File: src/rtl/bts_pkg.sv
// Shared types and constants for the insertion-chain sorter (module bitonic_sorter).
`default_nettype none

package bts_pkg;

  // Default number of cells in the sorting chain
  localparam int SIZE_DEF = 64;
  localparam int VALUE_W  = 32;

  // Input word: one element of the set
  typedef struct packed {
    logic signed [VALUE_W-1:0] value;
    logic                      last;
  } item_t;

  // Output word: one element of the sorted set
  typedef struct packed {
    logic signed [VALUE_W-1:0] sorted_value;
    logic                      end_of_set;
  } result_t;

  // Contents of one cell
  typedef struct packed {
    logic                      valid;
    logic signed [VALUE_W-1:0] value;
  } slot_t;

  // Per-cycle command broadcast to every cell
  typedef struct packed {
    logic insert;      // place the incoming word in order
    logic shift_down;  // take the upper neighbor's contents
    logic shift_up;    // take the lower neighbor's contents
  } cell_ctl_t;

endpackage

`default_nettype wire

File: src/rtl/bts_cell.sv
// One cell of the sorting chain: holds a single element and trades with its neighbors.
`default_nettype none

module bts_cell (
  input  logic                            clk,
  input  logic                            rst,
  input  bts_pkg::cell_ctl_t              ctl,
  input  logic signed [bts_pkg::VALUE_W-1:0] x,
  input  bts_pkg::slot_t                  lower,
  input  logic                            lower_ahead,
  input  bts_pkg::slot_t                  upper,
  output bts_pkg::slot_t                  slot,
  output logic                            ahead
);
  import bts_pkg::*;

  slot_t slot_next;

  // The incoming word goes ahead of this cell's element (empty cells rank last)
  assign ahead = !slot.valid || ($signed(x) < $signed(slot.value));

  // Choose the next contents: insert in order, or shift along the chain
  always_comb begin
    slot_next = slot;
    if (ctl.insert) begin
      if (lower_ahead) begin
        slot_next = lower;
      end else if (ahead) begin
        slot_next.valid = 1'b1;
        slot_next.value = x;
      end
    end else if (ctl.shift_down) begin
      slot_next = upper;
    end else if (ctl.shift_up) begin
      slot_next = lower;
    end
  end

  // Hold the element; reset empties the cell
  always_ff @(posedge clk) begin
    if (rst) begin
      slot.valid <= 1'b0;
    end else begin
      slot <= slot_next;
    end
  end

endmodule

`default_nettype wire

File: config.mk
export PLATFORM = sky130hd
export DESIGN_NAME = bts_cell
export DESIGN_NICKNAME = d
export VERILOG_FILES = /design/src/rtl/bts_pkg.sv /design/src/rtl/bts_cell.sv
export SDC_FILE = /design/constraint.sdc
export NUM_CORES = 1
export LEC_CHECK = 0
export CORE_UTILIZATION = 55
export DETAILED_ROUTE_END_ITERATION = 8
export DONT_BUFFER_PORTS = 1
export PLACE_DENSITY = 0.7
export SETUP_SLACK_MARGIN = 0.02
export SYNTH_ARGS = -nofsm -noshare
export SYNTH_HDL_FRONTEND = slang
export SYNTH_SLANG_ARGS = --single-unit
File: constraint.sdc
create_clock -name clk -period 7.85 [get_ports clk]
set_input_delay 1.57 -clock clk [delete_from_list [all_inputs] [get_ports clk]]
set_output_delay 1.57 -clock clk [all_outputs]
set_load 0.03 [all_outputs]
**After elaboration in Yosys (flattened, before gate mapping)**

Index checks and enable logic that the tools add are counted.

- Input bits: 104
- Register bits: 33
- Output and inout bits: 34
- Word-level logic and storage cells: 15

- $lt $le $gt $ge: 1
- Mux-type cells: 5
- Bitwise logic cells: 1
- Reductions and logical operators: 5
- Equality and inequality tests: 1

Operators by type and width:

| operator | number |
|---|---|
| 2-to-1 mux 33 bit | 5 |
| less-than comparator 32 bit | 1 |
| inequality test 3 x 1 -> 1 bit (second input constant) | 1 |
| AND reduction 3 bit | 1 |
| nonzero test 3 bit | 1 |
| AND reduction 2 bit | 1 |
| logical NOT 1 bit | 1 |
| logical OR 1 bit | 1 |
| inverter 1 bit | 1 |

**Longest topological paths before layout**

Gate-level depths: netlist (run 1).

- Word-level depth: 5
- Gate-level depth with buffers: 9
- Mapped depth without buffers: 9

**Worst setup path after synthesis (run 1)**

No wires, ideal clock.

- Path kind: in2reg
- Start point: in x[31] in the netlist's numbering
- End point: reg slot[0] in the netlist's numbering (enable)
- Required time: 7.370 ns
- Path buffers: 0
- Path slack: 1.943 ns
- Arrival: 5.427 ns
- Stages: 8
- Setup time: 0.480 ns
- Cells stage by stage: ha_1 > nand4_1 > nor4_2 > nand2_1 > o211ai_1 > a31oi_1 > xor2_1 > a311oi_1

- Cells in the longest elaborated chain, start to end: 4

RTL lines:

| element | line | RTL |
|---|---|---|
| from (decl) | bts_cell.sv:8 | `input logic signed [bts_pkg::VALUE_W-1:0] x,` |
| less-than comparator 32 bit | bts_cell.sv:20 | `assign ahead = !slot.valid \|\| ($signed(x) < $signed(slot.value));` |
| logical OR 1 bit | bts_cell.sv:20 |  |
| inequality test 3 x 1 -> 1 bit (no source line) | -- |  |
| AND reduction 3 bit (no source line) | -- |  |
| to (signal assigned) | bts_cell.sv:44 | `slot <= slot_next;` |
| to (decl) | bts_cell.sv:12 | `output bts_pkg::slot_t slot,` |

Every way passes these cells.
A chain may end at the register's enable or synchronous reset.

**Worst setup path in the final report (run 1)**

- Start point: in x[30] in the netlist's numbering
- End point: out ahead

- Cells in the longest elaborated chain, start to end: 2

RTL lines:

| element | line | RTL |
|---|---|---|
| less-than comparator 32 bit | bts_cell.sv:20 |  |
| logical OR 1 bit | bts_cell.sv:20 |  |
| to (decl) | bts_cell.sv:13 | `output logic ahead` |

Every way passes these cells.

==> metrics, run 1 <==
outcome=finished clean; share of layout cells above drive strength 1=3.40%; Setup Skew=0.00832 ns; Layout area overhead=4.16%; clock root buffer master=clkbuf_8; gpl congestion=0.732; Max rail drop VDD=0.0823 mV; DR DRC count=0; CTS Buffer Depth=2; 1st-iter DRT viols=57; cts repair resizes=0; worst path required time=6.28 ns; main area contributors after synthesis=edfxtp_1 (34%), ha_1 (14%), mux2i_1 (11%), a211oi_1 (8.8%), a21oi_1 (7.6%); Synth Area per Inst=9.33 µm²; Post-DRT Antenna Nets=0; Slew @ Worst Pin=1.00 ns; Initial Util=58.3%; endpoints failing setup=0; die height=73.7 µm; TritonCTS Sinks=33; Top-Level Pins=138; clk_lat worst skew=0.28 ns; via count=2174; vias in the first global route=2096; clock buffer count from CTS=5; Final Net Count=428; Crit. Startpoint=x[30]; port bufs=0; final setup TNS=0 ns; commonest non-fill, non-tap cell in the layout=a21oi_1; Tightest Hold Check Type=register to register; area share of the largest cell type after synthesis=34.0%; post-synthesis cell count=303; Avg Vias per Cell=6.02; synthesis warning total=0; first-pass GRT wire length=9270 µm; Max Freq=0.202 GHz; kind of critical path=input pin to output pin; initial antenna violation count=0; final period utilization=63.0%; Avg WL per Cell=17.1 µm; register area share after synthesis=34.7%; Final min period=4.94 ns; Data arrival, critical path=3.37 ns; # rows=25; Reg with most FFs=slot; Largest register FFs=33; CTS tree=done; relative slew slack=33.3%; Mapped Nets=438; final WL=6160 µm; CP Capture Type=output pin; max cap viols=0; startpoint types=input pin; Util after Layout=60.7%; Clock transition at path regs=0.06 ns; DR pass1 iterations=4; Yosys reg bits=33; PwrDens=159 nW/µm²; RSZ-0062 raised after global routing=false; CP Max Fanout=3; die footprint=5430 µm²; Final Max Slew Viols=0; hold_sp=slot[32]; All-Layer GR Usage=22.4%; Lkg Pwr=1.24 nW; Mapped Area=2830 µm²; Post-CTS Hold Fix Bufs=0; post-synth cell types=31; largest net degree at the start of global routing=69; Max H-tree Level=2; final setup margin=2.91 ns; grt total ovfl=0; core footprint=4850 µm²; Largest regs=slot x33; largest area contributor in the netlist=edfxtp_1; commonest non-fill, non-tap cells in the layout=a21oi_1 (43), nor2b_1 (33), a211oi_1 (33); RR Startpoint=slot[31]; Final Hold Viols=0; post-CTS setup buffers=0; # diodes=0; pre-CTS setup slack=2.91 ns; Die W=73.7 µm; hpwl dp=4600 µm
-- routing by layer --
layer / vias to the layer above / wire (µm) / GRT usage [%]
met1: 986 / 2580 / 26.2
met2: 94 / 2950 / 38.5
met3: 6 / 579 / 7.96
met4: 0 / 60 / 6.62
li1: 1088 / - / -
met5: - / 0 / 0
-- where the power goes --
| part | total, W | internal (W) | switching (W) | leakage (nW) |
|---|---|---|---|---|
| clock | 0.000123 | 0.0000630 | 0.0000604 | 0.0395 |
| combinational | 0.0000921 | 0.0000451 | 0.0000470 | 0.881 |
| sequential | 0.000252 | 0.000214 | 0.0000378 | 0.315 |
-- metrics by stage --
step	power [W]	instances	hold WS, ns	instance area (µm²)
floorplan	0.000340	303	0.651	2830
detailed placement	0.000349	353	0.718	2870
global placement	0.000345	353	0.728	2870
CTS	0.000473	361	0.727	2950
finish	0.000467	361	0.731	2950
global route	0.000495	361	0.818	2950
-- cell type report --
type	count	area (µm²)
flip-flops and latches	33	981
inverters	32	120
multi-input cells	220	1670
fillers	442	1900
well taps	67	83.8
clock buffers	8	80.1
repair buffers	1	7.51
-- final timing paths --
check | end | slack, ns | cells past startpoint
worst max-delay path | ahead | 2.91 | 8
worst min-delay path | slot[32] | 0.73 | 2
worst max register to register | slot[16] | 4.28 | 10
worst min register to register | slot[32] | 0.73 | 2
-- cells in the mapped netlist (all sizes together) --
master / instances
nor2: 7
mux2: 1
clkbuf: 14
nor2b: 33
buf: 4
a211oi: 33
inv: 32
nand4: 2
mux2i: 32
ha: 31
and4: 1
a21oi: 43
edfxtp: 32
o211ai: 2
a221oi: 2
nor4: 1
o22ai: 1
or3: 1
dfxtp: 1
nand2: 16
xor2: 1
nand2b: 1
nand3: 2
a311oi: 1
a31oi: 2
a2111o: 1
nor3: 2
o21ai: 4
-- kinds of logic after synthesis --
group | synth area share, %
buf+inv | 6.77
fa+ha+maj | 13.7
mux | 11.7
xor+xnor | 0.310
flops | 34.7
simple gates | 13.0
compound gates | 19.8
-- critical path: stages --
cell      delay (ns)
ha_1            0.31
a21oi_1         0.17
nand2_1         0.08
a221oi_1        0.29
o211ai_1        0.14
a31oi_1         0.19
xor2_1          0.32
nand2_1         0.29
No activity file was read; power rests on OpenSTA's default activity.
==> inputs of run 2 (changes only) <==
Clock period 7.85 ns to 4.6 ns, I/O delays scaled along.
==> metrics, run 2 (synthesis results as in run 1) <==
clk_lat worst skew=0.28 ns (about the same); initial antenna violation count=0 (unchanged); commonest non-fill, non-tap cell in the layout=a21oi_1 (unchanged); CTS Buffer Depth=2 (unchanged); vias in the first global route=2092 (was 2096); kind of critical path=input pin to output pin (unchanged); final period utilization=78.1%; commonest non-fill, non-tap cells in the layout=a21oi_1 (43), nor2b_1 (33), a211oi_1 (33) (unchanged); 1st-iter DRT viols=105 (was 57); Top-Level Pins=138 (unchanged); Die W=73.7 µm (unchanged); All-Layer GR Usage=22.0% (was 22.4%); die height=73.7 µm (unchanged); cell mode on critical path=a31oi_1 (was nand2_1); Max stage delay on crit path=0.36 ns (was 0.32 ns); Post-CTS Hold Fix Bufs=0 (unchanged); share of layout cells above drive strength 1=4.07% (was 3.40%); Final Net Count=429 (was 428); port bufs=0 (unchanged); Crit. Startpoint=x[1] (was x[30]); CP Max Fanout=2 (was 3); DR DRC count=0 (unchanged); Clock transition at path regs=0.06 ns (about the same); Avg WL per Cell=16.9 µm (was 17.1 µm); TritonCTS Sinks=33 (unchanged); Tightest Hold Check Type=input pin to register (was register to register); Max H-tree Level=2 (unchanged); # rows=25 (unchanged); CP Buf/Inv Count=0 (unchanged); gpl congestion=0.734 (was 0.732); Setup Skew=0.00653 ns (was 0.00832 ns); Largest regs=slot x33 (unchanged); CP Capture Type=output pin (unchanged); Data arrival, critical path=2.67 ns (was 3.37 ns); RR Startpoint=slot[31] (unchanged); # diodes=0 (unchanged); Reg with most FFs=slot (unchanged); clock buffer count from CTS=5 (unchanged); outcome=finished clean (unchanged); first-pass GRT wire length=9140 µm (was 9270 µm); crit path max-delay cell type=a2111o_1 (was xor2_1); cts repair resizes=0 (unchanged); hpwl dp=4540 µm (was 4600 µm); Initial Util=58.3% (unchanged); startpoint types=input pin (unchanged); Post-DRT Antenna Nets=0 (unchanged); critical path cell sequence=ha_1 > a2111o_1 > a31oi_1 > o21ai_1 > a31oi_1 > xor2_1 > nand2_1 (was ha_1 > a21oi_1 > nand2_1 > a221oi_1 > o211ai_1 > a31oi_1 > xor2_1 > nand2_1); DR pass1 iterations=4 (unchanged); Layout area overhead=4.78% (was 4.16%); relative slew slack=61.8% (was 33.3%); Final Max Slew Viols=0 (unchanged); max cap viols=0 (unchanged); Max Freq=0.278 GHz; Final Hold Viols=0 (unchanged); PwrDens=274 nW/µm² (was 159 nW/µm²); largest net degree at the start of global routing=69 (unchanged); clock root buffer master=clkbuf_8 (unchanged); endpoints failing setup=0 (unchanged); Avg Vias per Cell=5.96 (was 6.02); Final min period=3.59 ns; core footprint=4850 µm² (unchanged); hold_sp=rst (was slot[32]); final setup TNS=0 ns (unchanged); Largest register FFs=33 (unchanged); via count=2156 (was 2174); die footprint=5430 µm² (unchanged); final WL=6110 µm (was 6160 µm); register-to-register setup slack=1.74 ns (was 4.28 ns); Max rail drop VDD=0.159 mV (was 0.0823 mV); grt total ovfl=0 (unchanged); CTS tree=done (unchanged); post-CTS setup buffers=0 (unchanged); RSZ-0062 raised after global routing=false (unchanged); Tot Pwr=0.000813 W (was 0.000467 W); Slew @ Worst Pin=0.568 ns (was 1.00 ns); CP top delay family=compound AO/OA/AOI/OAI gates (unchanged); worst path required time=3.68 ns (was 6.28 ns); Lkg Pwr=1.25 nW (was 1.24 nW)
[run 2: cell count changes in the layout (fill, tap and decap cells not counted)]
cell      delta
buf_4        +1
clkbuf_1     -1
clkbuf_8     +1
[run 2: final cells by class]
| cell class | count | area, µm² |
|---|---|---|
| Clock buffer | 8 | 90.1 |
| Inverter | 32 | 120 |
| Sequential cell | 33 | 981 |
| Timing Repair Buffer | 2 | 15.0 |
| Tap cell | 67 | 83.8 |
| Fill cell | 449 | 1890 |
| Multi-Input combinational cell | 220 | 1670 |
[run 2: through the flow]
step	std cells	setup slack (ns)	utilization, %	instance area [µm²]	hold WS (ns)
5_1_grt	362	0.844	61.1	2960	0.695
3_3_place_gp	354	1.00	59.3	2870	0.725
2_1_floorplan	303	0.584	-	2830	0.661
6_report	362	1.01	61.1	2960	0.709
3_5_place_dp	354	0.990	59.3	2870	0.733
4_1_cts	362	0.987	61.1	2960	0.700
[run 2: worst register-to-register path: cells and delay by family (launching register included)]
kind	cells	cell delay, ns
AOI/OAI and AO/OA	3	0.45
xor gates and xnor gates	1	0.20
adders and majority gates	1	0.34
buffers and inverters	2	0.39
DFF	1	0.56
and+or+nand+nor	3	0.61
[run 2: worst paths after layout]
kind,endpoint,cells after the start
setup / recovery,ahead,7
hold / removal,slot[32],1
hold reg to reg,slot[32],2
setup reg to reg,slot[3],10
[run 2: power by group]
group	internal, W	leakage (nW)	switching [W]
clock	0.000122	0.0455	0.000104
combinational	0.0000774	0.886	0.0000792
sequential	0.000365	0.315	0.0000652
total	0.000564	1.25	0.000249
[run 2: routing by layer]
metal	GRT usage, %	wire length [µm]	vias to the layer above	part of all wire [%]
met2	38.6	2890	89	47
met5	0	0	-	0
met4	5.34	51	0	0.83
met3	9.60	595	4	9.7
li1	-	-	1086	-
met1	24.4	2580	977	42
==> inputs of run 3 (changes only) <==
Settings changed: PLACE_DENSITY 0.7 to 0.73.
Clock period 4.6 ns to 3.3 ns, I/O delays scaled along.
==> metrics, run 3 (synthesis results as in run 1) <==
outcome=finished clean (unchanged); cts repair resizes=0 (unchanged); Post-DRT Antenna Nets=0 (unchanged); Final Max Slew Viols=0 (unchanged); Max stage delay on crit path=0.38 ns (was 0.36 ns); Avg WL per Cell=16.4 µm (was 16.9 µm); register area=981 µm² (unchanged); die height=73.7 µm (unchanged); core footprint=4850 µm² (unchanged); DR DRC count=0 (unchanged); Final Hold Viols=0 (unchanged); Max Freq=0.333 GHz; Max H-tree Level=2 (unchanged); port bufs=0 (unchanged); die footprint=5430 µm² (unchanged); Final Net Count=457 (was 429); fillers=418 (was 449); Area after DPL=3080 µm² (was 2870 µm²); pre-CTS setup slack=0.190 ns (was 0.990 ns); Layout area overhead=12.2% (was 4.78%); RSZ-0062 raised after global routing=false (unchanged); kind of critical path=register to output pin (was input pin to output pin); relative slew slack=65.0% (was 61.8%); critical path cell sequence=inv_1 > ha_1 > nand4_1 > nor2_1 > a221oi_1 > o211ai_1 > a31oi_1 > xor2_2 > nand2_2 (was ha_1 > a2111o_1 > a31oi_1 > o21ai_1 > a31oi_1 > xor2_1 > nand2_1); CTS tree=done (unchanged); startpoint types=register (was input pin); worst path required time=2.64 ns (was 3.68 ns); CP Capture Type=output pin (unchanged); area of the multi-input gates=1680 µm² (was 1670 µm²); final instance area=3170 µm² (was 2960 µm²); # rows=25 (unchanged); post-CTS setup buffers=0 (unchanged); via count=2290 (was 2156); commonest non-fill, non-tap cells in the layout=a21oi_1 (43), nor2b_1 (33), a211oi_1 (33) (unchanged); Finished Layout Cells=390 (was 362); Data arrival, critical path=2.35 ns (was 2.67 ns); gpl congestion=0.742 (was 0.734); Psw=0.000357 W (was 0.000249 W); vias in the first global route=2253 (was 2092); clock root buffer master=clkbuf_8 (unchanged); grt total ovfl=0 (unchanged); Clk network pwr share=25.6% (was 27.8%); # diodes=0 (unchanged); Tightest Hold Check Type=input pin to register (unchanged); Top-Level Pins=138 (unchanged); initial antenna violation count=0 (unchanged); crit path max-delay cell type=edfxtp_1 (was a2111o_1); PwrDens=365 nW/µm² (was 274 nW/µm²); commonest non-fill, non-tap cell in the layout=a21oi_1 (unchanged); Largest regs=slot x33 (unchanged); DR pass1 iterations=4 (unchanged); final period utilization=91.1%; placed cells=382 (was 354); Comb power frac=28.1% (was 19.3%); clk_lat worst skew=0.29 ns (was 0.28 ns); Lkg Pwr=1.38 nW (was 1.25 nW); Slew @ Worst Pin=0.521 ns (was 0.568 ns); max cap viols=0 (unchanged); hpwl dp=4760 µm (was 4540 µm); Initial Util=58.3% (unchanged); Largest register FFs=33 (unchanged); share of layout cells above drive strength 1=12.7% (was 4.07%); CP Buf/Inv Count=1 (was 0); Final min period=3.01 ns; final setup margin=0.294 ns (was 1.01 ns); CTS Buffer Depth=2 (unchanged); Avg Vias per Cell=5.87 (was 5.96); largest net degree at the start of global routing=69 (unchanged); CP Max Fanout=3 (was 2); Setup Skew=0.00652 ns (was 0.00653 ns); first-pass GRT wire length=9410 µm (was 9140 µm); 1st-iter DRT viols=52 (was 105); CP top delay family=compound AO/OA/AOI/OAI gates (unchanged); clock buffer count from CTS=5 (unchanged); endpoints failing setup=0 (unchanged); Die W=73.7 µm (unchanged); All-Layer GR Usage=22.9% (was 22.0%); Max rail drop VDD=0.204 mV (was 0.159 mV); P_int=0.000800 W (was 0.000564 W); TritonCTS Sinks=33 (unchanged); Reg with most FFs=slot (unchanged); final WL=6410 µm (was 6110 µm); Flop pwr share=46.3% (was 52.9%); switching share of power=30.9% (was 30.6%); final setup TNS=0 ns (unchanged); Post-CTS Hold Fix Bufs=0 (unchanged); Clock transition at path regs=0.07 ns (was 0.06 ns)
-- run 3: changes by cell type in the layout (fill, tap and decap cells not counted) --
| cell | delta |
|---|---|
| buf_4 | +28 |
| clkbuf_1 | +1 |
| clkbuf_8 | -1 |
| nand2_1 | -1 |
| nand2_2 | +1 |
| xor2_1 | -1 |
| xor2_2 | +1 |
-- run 3: final cells by class --
class,instances,area share (%)
clock buffers,8,2.52
inverters,32,3.79
multi-input cells,220,53.0
flip-flops and latches,33,30.9
well taps,67,2.64
repair buffers,30,7.10
-- run 3: worst paths after layout --
path / from / to / slack, ns / depth (start not counted)
min: rst / slot[32] / 0.44 / 1
max: slot[31] / ahead / 0.29 / 9
max reg2reg: slot[31] / slot[7] / 0.55 / 10
min reg2reg: slot[32] / slot[32] / 0.76 / 2
-- run 3: metal layers --
metal / GRT usage [%] / part of all wire [%]
met1: 25.5 / 41
met4: 8.12 / 1.3
met3: 5.90 / 7.5
met5: 0 / 0
met2: 41.7 / 50
-- run 3: worst reg2reg max path: stages, from the launching register on --
cell and delay [ns]:
edfxtp_1 0.35, inv_1 0.05, ha_1 0.36, nand4_1 0.21, nor4_2 0.36, nand2_1 0.09, o211ai_1 0.11, a31oi_1 0.09
xor2_2 0.20, a311oi_4 0.28, buf_4 0.33
-- run 3: power groups by stage --
| stage | Combinational (W) | Clock [W] | Sequential, W |
|---|---|---|---|
| 3_3_place_gp | 0.000314 | 0 | 0.000544 |
| 3_5_place_dp | 0.000324 | 0 | 0.000545 |
| 6_report | 0.000325 | 0.000296 | 0.000536 |
| 2_1_floorplan | 0.000210 | 0 | 0.000601 |
| 4_1_cts | 0.000325 | 0.000303 | 0.000536 |
| 5_1_grt | 0.000360 | 0.000311 | 0.000541 |
-- run 3: through the flow --
step | hold WS, ns | utilization (%) | power [W]
detailed placement | 0.739 | 63.6 | 0.000869
floorplan | 0.681 | - | 0.000811
global route | 0.433 | 65.4 | 0.00121
global placement | 0.735 | 63.6 | 0.000858
finish | 0.443 | 65.4 | 0.00116
CTS | 0.435 | 65.2 | 0.00116
